<file path="src/hw/rtl/rms_error_accumulator_top_defines.svh">
// Assertion macros for the RTL files that check their own logic (rmsea_ctrl).
`ifndef RMS_ERROR_ACCUMULATOR_TOP_DEFINES_SVH
`define RMS_ERROR_ACCUMULATOR_TOP_DEFINES_SVH

// The consequent must hold in the same cycle as the antecedent.
`define RMSEA_ASSERT_SAME(label, clk, rst_n, ante, cons) \
  label: assert property (@(posedge clk) disable iff (!rst_n) (ante) |-> (cons)) \
    else $error("rmsea assertion failed");

// The consequent must hold in the cycle after the antecedent.
`define RMSEA_ASSERT_NEXT(label, clk, rst_n, ante, cons) \
  label: assert property (@(posedge clk) disable iff (!rst_n) (ante) |=> (cons)) \
    else $error("rmsea assertion failed");

`endif

</file>
<file path="src/hw/rtl/rmsea_pkg.sv">
package rmsea_pkg;

  localparam int SAMPLE_W   = 16;
  localparam int DIFF_W     = SAMPLE_W + 1;
  localparam int SQ_W       = 2 * SAMPLE_W + 1;
  localparam int SUM_W      = 48;
  localparam int MAX_PAIRS  = 65536;
  localparam int COUNT_W    = 17;
  localparam int FRAC_W     = 16;
  localparam int WORK_W     = SUM_W + FRAC_W;
  localparam int DREM_W     = 16;
  localparam int ROOT_W     = WORK_W / 2;
  localparam int SREM_W     = ROOT_W + 2;
  localparam int RMS_W      = 24;
  localparam int DIV_STEPS  = WORK_W;
  localparam int SQRT_STEPS = ROOT_W;
  localparam int STEP_W     = $clog2(DIV_STEPS);

  localparam logic [COUNT_W-1:0] COUNT_MAX = COUNT_W'(MAX_PAIRS);

  typedef struct packed {
    logic accept;
    logic load;
    logic div_step;
    logic sqrt_step;
    logic out_load;
  } cmd_t;

endpackage

</file>
<file path="src/hw/rtl/rmsea_datapath.sv">
module rmsea_datapath (
  input  logic                                  clk,
  input  logic                                  rst_n,
  input  rmsea_pkg::cmd_t                       cmd,
  input  logic signed [rmsea_pkg::SAMPLE_W-1:0] ideal_sample,
  input  logic signed [rmsea_pkg::SAMPLE_W-1:0] approx_sample,
  output logic        [rmsea_pkg::RMS_W-1:0]    rms_value,
  output logic        [rmsea_pkg::COUNT_W-1:0]  pair_count,
  output logic                                  overflow
);
  import rmsea_pkg::*;

  logic signed [DIFF_W-1:0]   diff;
  logic        [DIFF_W-1:0]   mag;
  logic        [2*DIFF_W-1:0] prod;
  logic                       full;
  logic        [SUM_W:0]      sum_wide;
  logic        [DREM_W:0]     dshift;
  logic                       dge;
  logic        [SREM_W+1:0]   sshift;
  logic        [SREM_W+1:0]   strial;
  logic                       sge;

  logic [SQ_W-1:0]    sq_r;
  logic               add_r;
  logic [SUM_W-1:0]   sum_r;
  logic [COUNT_W-1:0] count_r;
  logic               ovf_r;
  logic [WORK_W-1:0]  work_r;
  logic [COUNT_W-1:0] divisor_r;
  logic [DREM_W-1:0]  drem_r;
  logic [SREM_W-1:0]  srem_r;
  logic [ROOT_W-1:0]  root_r;
  logic [COUNT_W-1:0] res_count_r;
  logic               res_ovf_r;
  logic [RMS_W-1:0]   out_rms_r;
  logic [COUNT_W-1:0] out_count_r;
  logic               out_ovf_r;

  assign diff     = DIFF_W'(ideal_sample) - DIFF_W'(approx_sample);
  assign mag      = diff[DIFF_W-1] ? DIFF_W'(-diff) : DIFF_W'(diff);
  assign prod     = mag * mag;
  assign full     = (count_r == COUNT_MAX);
  assign sum_wide = {1'b0, sum_r} + (SUM_W+1)'(sq_r);

  assign dshift = {drem_r, work_r[WORK_W-1]};
  assign dge    = (dshift >= divisor_r);
  assign sshift = {srem_r, work_r[WORK_W-1 -: 2]};
  assign strial = (SREM_W+2)'({root_r, 2'b01});
  assign sge    = (sshift >= strial);

  always_ff @(posedge clk) begin
    if (!rst_n) begin
      add_r   <= 1'b0;
      sum_r   <= '0;
      count_r <= '0;
      ovf_r   <= 1'b0;
    end else begin
      add_r <= cmd.accept & ~full;
      if (cmd.load) begin
        sum_r   <= '0;
        count_r <= '0;
        ovf_r   <= 1'b0;
      end else begin
        if (add_r) begin
          sum_r <= sum_wide[SUM_W] ? {SUM_W{1'b1}} : sum_wide[SUM_W-1:0];
        end
        if (cmd.accept) begin
          if (full) begin
            ovf_r <= 1'b1;
          end else begin
            count_r <= count_r + COUNT_W'(1);
          end
        end
      end
    end
  end

  always_ff @(posedge clk) begin
    if (cmd.accept) begin
      sq_r <= prod[SQ_W-1:0];
    end
    if (cmd.load) begin
      work_r      <= {sum_r, {FRAC_W{1'b0}}};
      divisor_r   <= count_r;
      res_count_r <= count_r;
      res_ovf_r   <= ovf_r;
      drem_r      <= '0;
      srem_r      <= '0;
      root_r      <= '0;
    end else if (cmd.div_step) begin
      if (dge) begin
        drem_r <= DREM_W'(dshift - divisor_r);
      end else begin
        drem_r <= dshift[DREM_W-1:0];
      end
      work_r <= {work_r[WORK_W-2:0], dge};
    end else if (cmd.sqrt_step) begin
      if (sge) begin
        srem_r <= SREM_W'(sshift - strial);
      end else begin
        srem_r <= sshift[SREM_W-1:0];
      end
      root_r <= {root_r[ROOT_W-2:0], sge};
      work_r <= {work_r[WORK_W-3:0], 2'b00};
    end
    if (cmd.out_load) begin
      out_rms_r   <= (root_r[ROOT_W-1:RMS_W] != '0) ? {RMS_W{1'b1}} : root_r[RMS_W-1:0];
      out_count_r <= res_count_r;
      out_ovf_r   <= res_ovf_r;
    end
  end

  assign rms_value  = out_rms_r;
  assign pair_count = out_count_r;
  assign overflow   = out_ovf_r;

endmodule

</file>
<file path="src/hw/rtl/rmsea_ctrl.sv">
`include "rms_error_accumulator_top_defines.svh"

module rmsea_ctrl (
  input  logic            clk,
  input  logic            rst_n,
  input  logic            in_valid,
  input  logic            in_last,
  output logic            in_ready,
  output logic            out_valid,
  input  logic            out_ready,
  output rmsea_pkg::cmd_t cmd
);
  import rmsea_pkg::*;

  typedef enum logic [2:0] {
    ST_ACCUM,
    ST_DRAIN,
    ST_LOAD,
    ST_DIV,
    ST_SQRT,
    ST_DONE
  } state_t;

  state_t              state_r;
  state_t              state_nxt;
  logic [STEP_W-1:0]   step_r;
  logic [STEP_W-1:0]   step_nxt;
  logic                out_valid_r;
  logic                out_valid_nxt;
  logic                div_last;
  logic                sqrt_last;

  assign in_ready  = (state_r == ST_ACCUM);
  assign div_last  = (step_r == STEP_W'(DIV_STEPS - 1));
  assign sqrt_last = (step_r == STEP_W'(SQRT_STEPS - 1));

  always_comb begin
    cmd.accept    = in_ready & in_valid;
    cmd.load      = (state_r == ST_LOAD);
    cmd.div_step  = (state_r == ST_DIV);
    cmd.sqrt_step = (state_r == ST_SQRT);
    cmd.out_load  = (state_r == ST_DONE) & (~out_valid_r | out_ready);
  end

  always_comb begin
    state_nxt     = state_r;
    step_nxt      = step_r;
    out_valid_nxt = out_valid_r;
    if (out_valid_r && out_ready) begin
      out_valid_nxt = 1'b0;
    end
    case (state_r)
      ST_ACCUM: begin
        if (cmd.accept && in_last) begin
          state_nxt = ST_DRAIN;
        end
      end
      ST_DRAIN: begin
        state_nxt = ST_LOAD;
      end
      ST_LOAD: begin
        step_nxt  = '0;
        state_nxt = ST_DIV;
      end
      ST_DIV: begin
        step_nxt = step_r + STEP_W'(1);
        if (div_last) begin
          step_nxt  = '0;
          state_nxt = ST_SQRT;
        end
      end
      ST_SQRT: begin
        step_nxt = step_r + STEP_W'(1);
        if (sqrt_last) begin
          step_nxt  = '0;
          state_nxt = ST_DONE;
        end
      end
      ST_DONE: begin
        if (cmd.out_load) begin
          out_valid_nxt = 1'b1;
          state_nxt     = ST_ACCUM;
        end
      end
      default: begin
        state_nxt = ST_ACCUM;
      end
    endcase
  end

  always_ff @(posedge clk) begin
    if (!rst_n) begin
      state_r     <= ST_ACCUM;
      step_r      <= '0;
      out_valid_r <= 1'b0;
    end else begin
      state_r     <= state_nxt;
      step_r      <= step_nxt;
      out_valid_r <= out_valid_nxt;
    end
  end

  assign out_valid = out_valid_r;

  `RMSEA_ASSERT_NEXT(a_last_stops_intake, clk, rst_n, cmd.accept && in_last, !in_ready)
  `RMSEA_ASSERT_SAME(a_out_load_free, clk, rst_n, cmd.out_load, !out_valid_r || out_ready)
  `RMSEA_ASSERT_NEXT(a_div_to_sqrt, clk, rst_n, cmd.div_step && div_last, cmd.sqrt_step)
  `RMSEA_ASSERT_NEXT(a_out_load_valid, clk, rst_n, cmd.out_load, out_valid && in_ready)

endmodule

</file>
<file path="src/hw/rtl/rms_error_accumulator_top.sv">
// Root-mean-square error of two sample streams. Pairs of signed 16-bit samples are
// accepted one per clock cycle while a data set streams in; the squared differences
// are summed in a 48-bit register and the pairs are counted, saturating at 65536 pairs
// with an overflow flag. The pair marked last is accumulated like the others, then
// the input stops while the square stage drains, the sum and count are loaded, the
// sum (times 2^16) is divided bit-serially by the count, the two-bits-per-cycle
// integer square root is taken and the result is moved into the output register.
// That last step waits, and the input stays stopped, while the result of the
// previous data set has not yet been transferred. The result is the RMS error times
// 256, truncated, with the pair count and the overflow flag; while it waits for its
// transfer, the next data set is accepted.
module rms_error_accumulator_top (
  input  logic                                  clk,
  input  logic                                  rst_n,
  input  logic                                  in_valid,
  output logic                                  in_ready,
  input  logic signed [rmsea_pkg::SAMPLE_W-1:0] in_ideal_sample,
  input  logic signed [rmsea_pkg::SAMPLE_W-1:0] in_approx_sample,
  input  logic                                  in_last,
  output logic                                  out_valid,
  input  logic                                  out_ready,
  output logic        [rmsea_pkg::RMS_W-1:0]    out_rms_value,
  output logic        [rmsea_pkg::COUNT_W-1:0]  out_pair_count,
  output logic                                  out_overflow
);
  import rmsea_pkg::*;

  cmd_t cmd;

  rmsea_ctrl u_ctrl (
    .clk       (clk),
    .rst_n     (rst_n),
    .in_valid  (in_valid),
    .in_last   (in_last),
    .in_ready  (in_ready),
    .out_valid (out_valid),
    .out_ready (out_ready),
    .cmd       (cmd)
  );

  rmsea_datapath u_datapath (
    .clk           (clk),
    .rst_n         (rst_n),
    .cmd           (cmd),
    .ideal_sample  (in_ideal_sample),
    .approx_sample (in_approx_sample),
    .rms_value     (out_rms_value),
    .pair_count    (out_pair_count),
    .overflow      (out_overflow)
  );

endmodule

</file>
<file path="config.mk">
export PLATFORM = sky130hd
export DESIGN_NAME = rms_error_accumulator_top
export DESIGN_NICKNAME = d
export VERILOG_FILES = /design/src/hw/rtl/rmsea_pkg.sv /design/src/hw/rtl/rmsea_datapath.sv /design/src/hw/rtl/rmsea_ctrl.sv /design/src/hw/rtl/rms_error_accumulator_top.sv
export VERILOG_INCLUDE_DIRS = /design/src /design/src/hw/rtl
export SDC_FILE = /design/constraint.sdc
export NUM_CORES = 1
export LEC_CHECK = 0
export ABC_AREA = 1
export BUFFER_PORTS_ARGS = -buffer_cell sky130_fd_sc_hd__buf_2
export CELL_PAD_IN_SITES_DETAIL_PLACEMENT = 0
export CELL_PAD_IN_SITES_GLOBAL_PLACEMENT = 1
export CORE_UTILIZATION = 52
export DETAILED_ROUTE_END_ITERATION = 8
export GPL_TIMING_DRIVEN = 0
export PLACE_DENSITY_LB_ADDON = 0.1
export SLEW_MARGIN = 15
export SYNTH_ARGS = -nofsm -noshare
export SYNTH_HDL_FRONTEND = slang
export SYNTH_SLANG_ARGS = --single-unit
</file>
<file path="constraint.sdc">
create_clock -name clk -period 15.1 [get_ports clk]
set_input_delay 0.755 -clock clk [delete_from_list [all_inputs] [get_ports clk]]
set_output_delay 0.755 -clock clk [all_outputs]
set_load 0.02 [all_outputs]
</file>
==> impl_metrics.yaml, run 1 <==
clock_network:
  path_clk_slew_ns: 0.06
  h-tree-depth: 2
  cts_root_buf: "clkbuf_16"
  post_cts_resized: 0
  post-cts-setup-buffers: 0
  numCtsBuffers: 35
  hold_buffers: 0
  cts_tree: "built"
  insertion_delay_ns: 0.56
  numClockSinks: 315
  cts_max_path_buffers: 3
cells_and_area:
  nFillCells: 4913
  final_nets: 4181
  seq_area_mm2: 0.00771
  diodes: 0
  final_cell_mix: "735 x nand2_1, 633 x inv_1, 326 x nor2_1"
  design_area_mm2: 0.0300
  syn_to_final_growth_pct: 9.12
  layout-drive-gt1-share_pct: 6.87
  multiInputGateArea_mm2: 0.0169
  final_common_cell: "nand2_1"
yosys:
  synth-seq-area-share_pct: 28.0
  ys_types: 62
  synthArstFlopShare_pct: 0
  synth.cell_area_mm2: 0.0275
  synth_area_per_cell_um2: 7.61
  synthFlopType: "dfxtp_1"
  synth-edff-count: 140
  yosys_warnings: 0
  yosys_register_bits: 315
  syn_inst: 3614
global_route:
  grt.overflow.total: 0
  grt_pass1_vias: 23700
  antenna_found_initial: 1
  use_met3_pct: 3.33
  globalRouteMet2Util_pct: 48.7
  gr-usage-all-layers_pct: 29.1
  grt_start_max_net_pins: 34
  grt.met1_usage_pct: 39.3
  grt_pass1_wl_um: 123000
  grt_busiest_layer: "met2"
floorplanning:
  die_h_um: 232
  die-area_mm2: 0.0538
  core_area_mm2: 0.0518
  io_pins: 81
  start_util_pct: 53.0
  rows: 83
  die-width_um: 232
route:
  vias: 24100
  drc: 0
  ant_nets: 0
  vias_per_cell: 5.40
  drtIter0Drc: 1560
  first_pass_iters: 5
  drt_wl_total_um: 76500
  wl_per_cell_um: 17.2
timing:
  rsz0062_at_grt: "false"
  finalClockSkew_ns: 0.0425
  finalSetupViolations: 0
  drv_slew: 0
  max_slew_margin_pct: 28.6
  fmax_mhz: 117
  hold_ws_ns: 0.424
  period_needed_ns: 8.58
  hold_viol_final: 0
  fin_setup_tns_ns: 0
  tightest_slew_ns: 1.07
  fin_crit_sh_pct: 56.8
placement:
  io_buffers: 80
  dp_hpwl_um: 61800
  place_area_mm2: 0.0288
  place_congestion: 0.943
worst_setup_path:
  path_max_fanout: 10
  start_kind: "primary input"
  critPathKind: "in2reg"
  slowest_delay_ns: 0.54
  crit_family: "adder cells"
  endpoint_kind: "flop"
  crit_buf_inv: 11
  cp_slowest_cell: "fa_1"
  cp.arrival_ns: 8.87
  required_ns: 15.39
outcome:
  status: "complete, no violations"
hold_path:
  hp-class: "reg2reg"
job:
  max_cap_violations: 0
[layout make-up]
type,count,area share [%]
multi-input combinational,2557,56.4
sequential,315,25.7
inverter,663,8.30
clock buffer,46,3.12
tap,680,2.84
timing repair buffer,83,1.52
buffer,89,1.37
clock inverter,17,0.709
[cell families (layout without fill, tap and decap cells)]
kind of cell | count (synthesis) | after routing | share of synthesized area, %
AOI/OAI and AO/OA | 647 | 647 | 13.1
xor gates and xnor gates | 97 | 97 | 3.19
adders and majority gates | 400 | 400 | 23.5
buffers and inverters | 752 | 898 | 10.6
DFF | 315 | 315 | 28.0
other | 2 | 12 | 0.0273
and+or+nand+nor | 1401 | 1401 | 21.6
[stage by stage]
stage / std cells / util [%] / setup slack [ns]
after global placement: 4384 / 55.5 / 6.08
final: 4450 / 57.9 / 6.52
after CTS: 4450 / 57.9 / 6.58
after floorplan: 3624 / - / 7.36
after global routing: 4450 / 57.9 / 6.12
after detailed placement: 4387 / 55.7 / 6.04
[cells in the mapped netlist (19+ instances only)]
master / n / area, µm²
nand2_1: 735 / 2760
fa_1: 194 / 3880
nor3_1: 35 / 175
a21oi_1: 315 / 1580
edfxtp_1: 140 / 4200
xor2_1: 66 / 578
inv_1: 635 / 2380
ha_1: 206 / 2580
nand4_1: 25 / 156
a21o_1: 19 / 143
a31oi_1: 42 / 263
clkbuf_1: 61 / 229
xnor2_1: 29 / 254
inv_2: 26 / 97.6
dfxtp_1: 175 / 3500
nand3_1: 182 / 911
nor2_1: 327 / 1230
o21ai_0: 179 / 896
o21bai_1: 23 / 173
[final timing paths]
check / startpoint / to / slack, ns / cells after the start
setup / recovery: in_ideal_sample[0] / u_datapath.sq_r[30] / 6.52 / 40
hold / removal: u_datapath.res_ovf_r / u_datapath.overflow / 0.42 / 0
setup reg to reg: u_datapath.sq_r[0] / u_datapath.sum_r[31] / 11.77 / 11
hold reg to reg: u_datapath.res_ovf_r / u_datapath.overflow / 0.42 / 0
[per-layer routing]
metal  share of wire, %  wire length, µm
met1                 45            34300
met3                5.1             3890
met2                 47            36200
met4                2.8             2110
met5                  0                0
[state kept, by name, summed over array words and instances (netlist names)]
signal	count
u_datapath.overflow	1
u_datapath.rms_value	24
u_datapath.pair_count	17
u_datapath.work_r	64
u_datapath.sum_r	48
u_datapath.srem_r	34
u_ctrl.out_valid	1
u_datapath.divisor_r	17
u_datapath.root_r	32
u_datapath.add_r	1
u_datapath.sq_r	32
u_ctrl.step_r	6
u_ctrl.state_r	3
u_datapath.res_ovf_r	1
u_datapath.ovf_r	1
u_datapath.count_r	17
u_datapath.drem_r	16
Power of run 1 is left out: the tool's default activity adds up to more than one toggle a clock period on the data nets, which glitch-free logic cannot reach.
==> run 2, diff against run 1 <==
--- a/config.mk
+++ b/config.mk
@@ -10,7 +10,7 @@
 export BUFFER_PORTS_ARGS = -buffer_cell sky130_fd_sc_hd__buf_2
 export CELL_PAD_IN_SITES_DETAIL_PLACEMENT = 0
 export CELL_PAD_IN_SITES_GLOBAL_PLACEMENT = 1
-export CORE_UTILIZATION = 52
+export CORE_UTILIZATION = 48
 export DETAILED_ROUTE_END_ITERATION = 8
 export GPL_TIMING_DRIVEN = 0
 export PLACE_DENSITY_LB_ADDON = 0.1
==> constraint.sdc (replaced) <==
create_clock -name clk -period 7.9 [get_ports clk]
set_input_delay 0.395 -clock clk [delete_from_list [all_inputs] [get_ports clk]]
set_output_delay 0.395 -clock clk [all_outputs]
set_load 0.02 [all_outputs]
==> run 2 against run 1 <==
  * First-iteration DRC count grew 3.0%
  * Global-route usage shrank 1.6 points
  * Clock skew shrank 0.022 ns
  * Cell area grew 2.9%
  * Hold slack lost 0.29 ns
  * Count of clock-buffer cells in the layout shrank 1
  * Routed wire length grew 3.1%
  * Sequential share of layout area shrank 0.73 points
  * Cell count grew 2.6%
  * Critical path depth shrank 2
  * Via count grew 0.75%
  * Critical path type unchanged
==> impl_metrics.yaml, run 2 (synthesis results as in run 1) <==
timing:
  max_slew_margin_pct: 34.9
  rsz0062_at_grt: "true"
  fmax_mhz: 132
  finalSetupViolations: 0
  finalClockSkew_ns: 0.0204
  tightest_slew_ns: 0.976
  drv_slew: 0
  fin_crit_sh_pct: 95.7
  period_needed_ns: 7.56
  hold_viol_final: 0
worst_setup_path:
  crit_buf_inv: 9
  required_ns: 8.26
  endpoint_kind: "flop"
  cp_slowest_cell: "fa_1"
  start_kind: "primary input"
  path_max_fanout: 10
  cp.arrival_ns: 7.93
  crit_family: "adder cells"
  crit_top_cell: "fa_1"
  slowest_delay_ns: 0.59
  critPathKind: "in2reg"
clock_network:
  numClockSinks: 315
  insertion_delay_ns: 0.57
  hold_buffers: 0
  path_clk_slew_ns: 0.06
  numCtsBuffers: 37
  cts_tree: "built"
  h-tree-depth: 2
  cts_max_path_buffers: 3
  cts_root_buf: "clkbuf_16"
route:
  first_pass_iters: 6
  ant_nets: 0
  vias: 24200
  wl_per_cell_um: 17.3
  vias_per_cell: 5.31
  drtIter0Drc: 1607
  drt_wl_total_um: 78900
  drc: 0
outcome:
  status: "complete, no violations"
global_route:
  antenna_found_initial: 0
  grt_pass1_wl_um: 125000
  grt.overflow.total: 0
  gr-usage-all-layers_pct: 27.5
  grt_pass1_vias: 23900
  grt_start_max_net_pins: 34
placement:
  dp_hpwl_um: 63000
  io_buffers: 80
  place_inst: 4463
  place_congestion: 0.933
cells_and_area:
  final_nets: 4219
  multiInputGateArea_mm2: 0.0172
  seq_area_mm2: 0.00771
  largest_register_ffs: 64
  reg_top3: "u_datapath.work_r (64), u_datapath.sum_r (48), u_datapath.srem_r (34)"
  syn_to_final_growth_pct: 12.3
  final_cell_mix: "729 x nand2_1, 629 x inv_1, 315 x nor2_1"
  diodes: 0
  nFillCells: 5516
  regMostFlops: "u_datapath.work_r"
  final_common_cell: "nand2_1"
  stdcell_count: 4567
  layout-drive-gt1-share_pct: 9.05
job:
  max_cap_violations: 0
floorplanning:
  io_pins: 81
  die-area_mm2: 0.0582
  die-width_um: 241
  rows: 87
  die_h_um: 241
  start_util_pct: 48.7
  core_area_mm2: 0.0565
hold_path:
  hp-class: "in2reg"
run 2: changes by cell type in the layout (fill, tap and decap cells not counted), moves of 6 or more:
cell / before / now
nand2_1: 735 / 729
nor2_4: 10 / 18
nand2_4: 3 / 9
ha_1: 206 / 199
buf_4: 10 / 41
nor2_1: 326 / 315
run 2: layer usage:
metal  track usage (%)  up-vias  wire (µm)
met5                 0        -          0
met4              8.88        0       2380
met3              2.46      123       3410
met2              47.0      568      37300
met1              36.6    11600      35800
li1                  -    12000          -
run 2: area by class of cell:
type / count / area share, %
timing repair buffer: 119 / 2.39
tap: 756 / 3.06
sequential: 315 / 25.0
clock inverter: 23 / 0.977
inverter: 663 / 8.15
clock buffer: 45 / 3.26
buffer: 89 / 1.46
multi-input combinational: 2557 / 55.7
run 2: worst reg2reg max path: cells and delay by family, from the launching register on:
kind | cells | cell delay (ns)
AO/OA/AOI/OAI | 4 | 1.37
AND/OR/NAND/NOR | 4 | 0.72
adder cells (fa/ha/maj) | 2 | 0.52
buffers and inverters | 1 | 0.42
flip-flops | 1 | 0.40
run 2: path summary, 6_finish.rpt:
check | to | start | cells past startpoint | slack (ns)
max | u_datapath.sq_r[30] | in_ideal_sample[0] | 38 | 0.34
min | u_ctrl.step_r[1] | rst_n | 3 | 0.14
max reg2reg | u_datapath.sum_r[7] | u_datapath.sq_r[0] | 11 | 4.34
min reg2reg | u_datapath.overflow | u_datapath.res_ovf_r | 0 | 0.42
run 2: metrics by stage:
stage	hold slack (ns)	TNS [ns]	area [µm²]	utilization (%)	setup WS (ns)
2_1_floorplan	0.400	0	27500	-	0.521
3_3_place_gp	0.405	-5.28	28900	51.1	-0.864
3_5_place_dp	0.411	-6.10	28900	51.2	-0.928
4_1_cts	0.101	0	30300	53.7	0.0143
5_1_grt	0.116	-0.0447	30900	54.6	-0.0305
6_report	0.136	0	30900	54.6	0.337
run 2: repair_timing:
item	in CTS	in global routing
pin swaps	3	27
setup buffers	0	36
endpoints found under the setup margin	4	13
gates resized for setup	10	74
Power of run 2 is left out for the same reason.
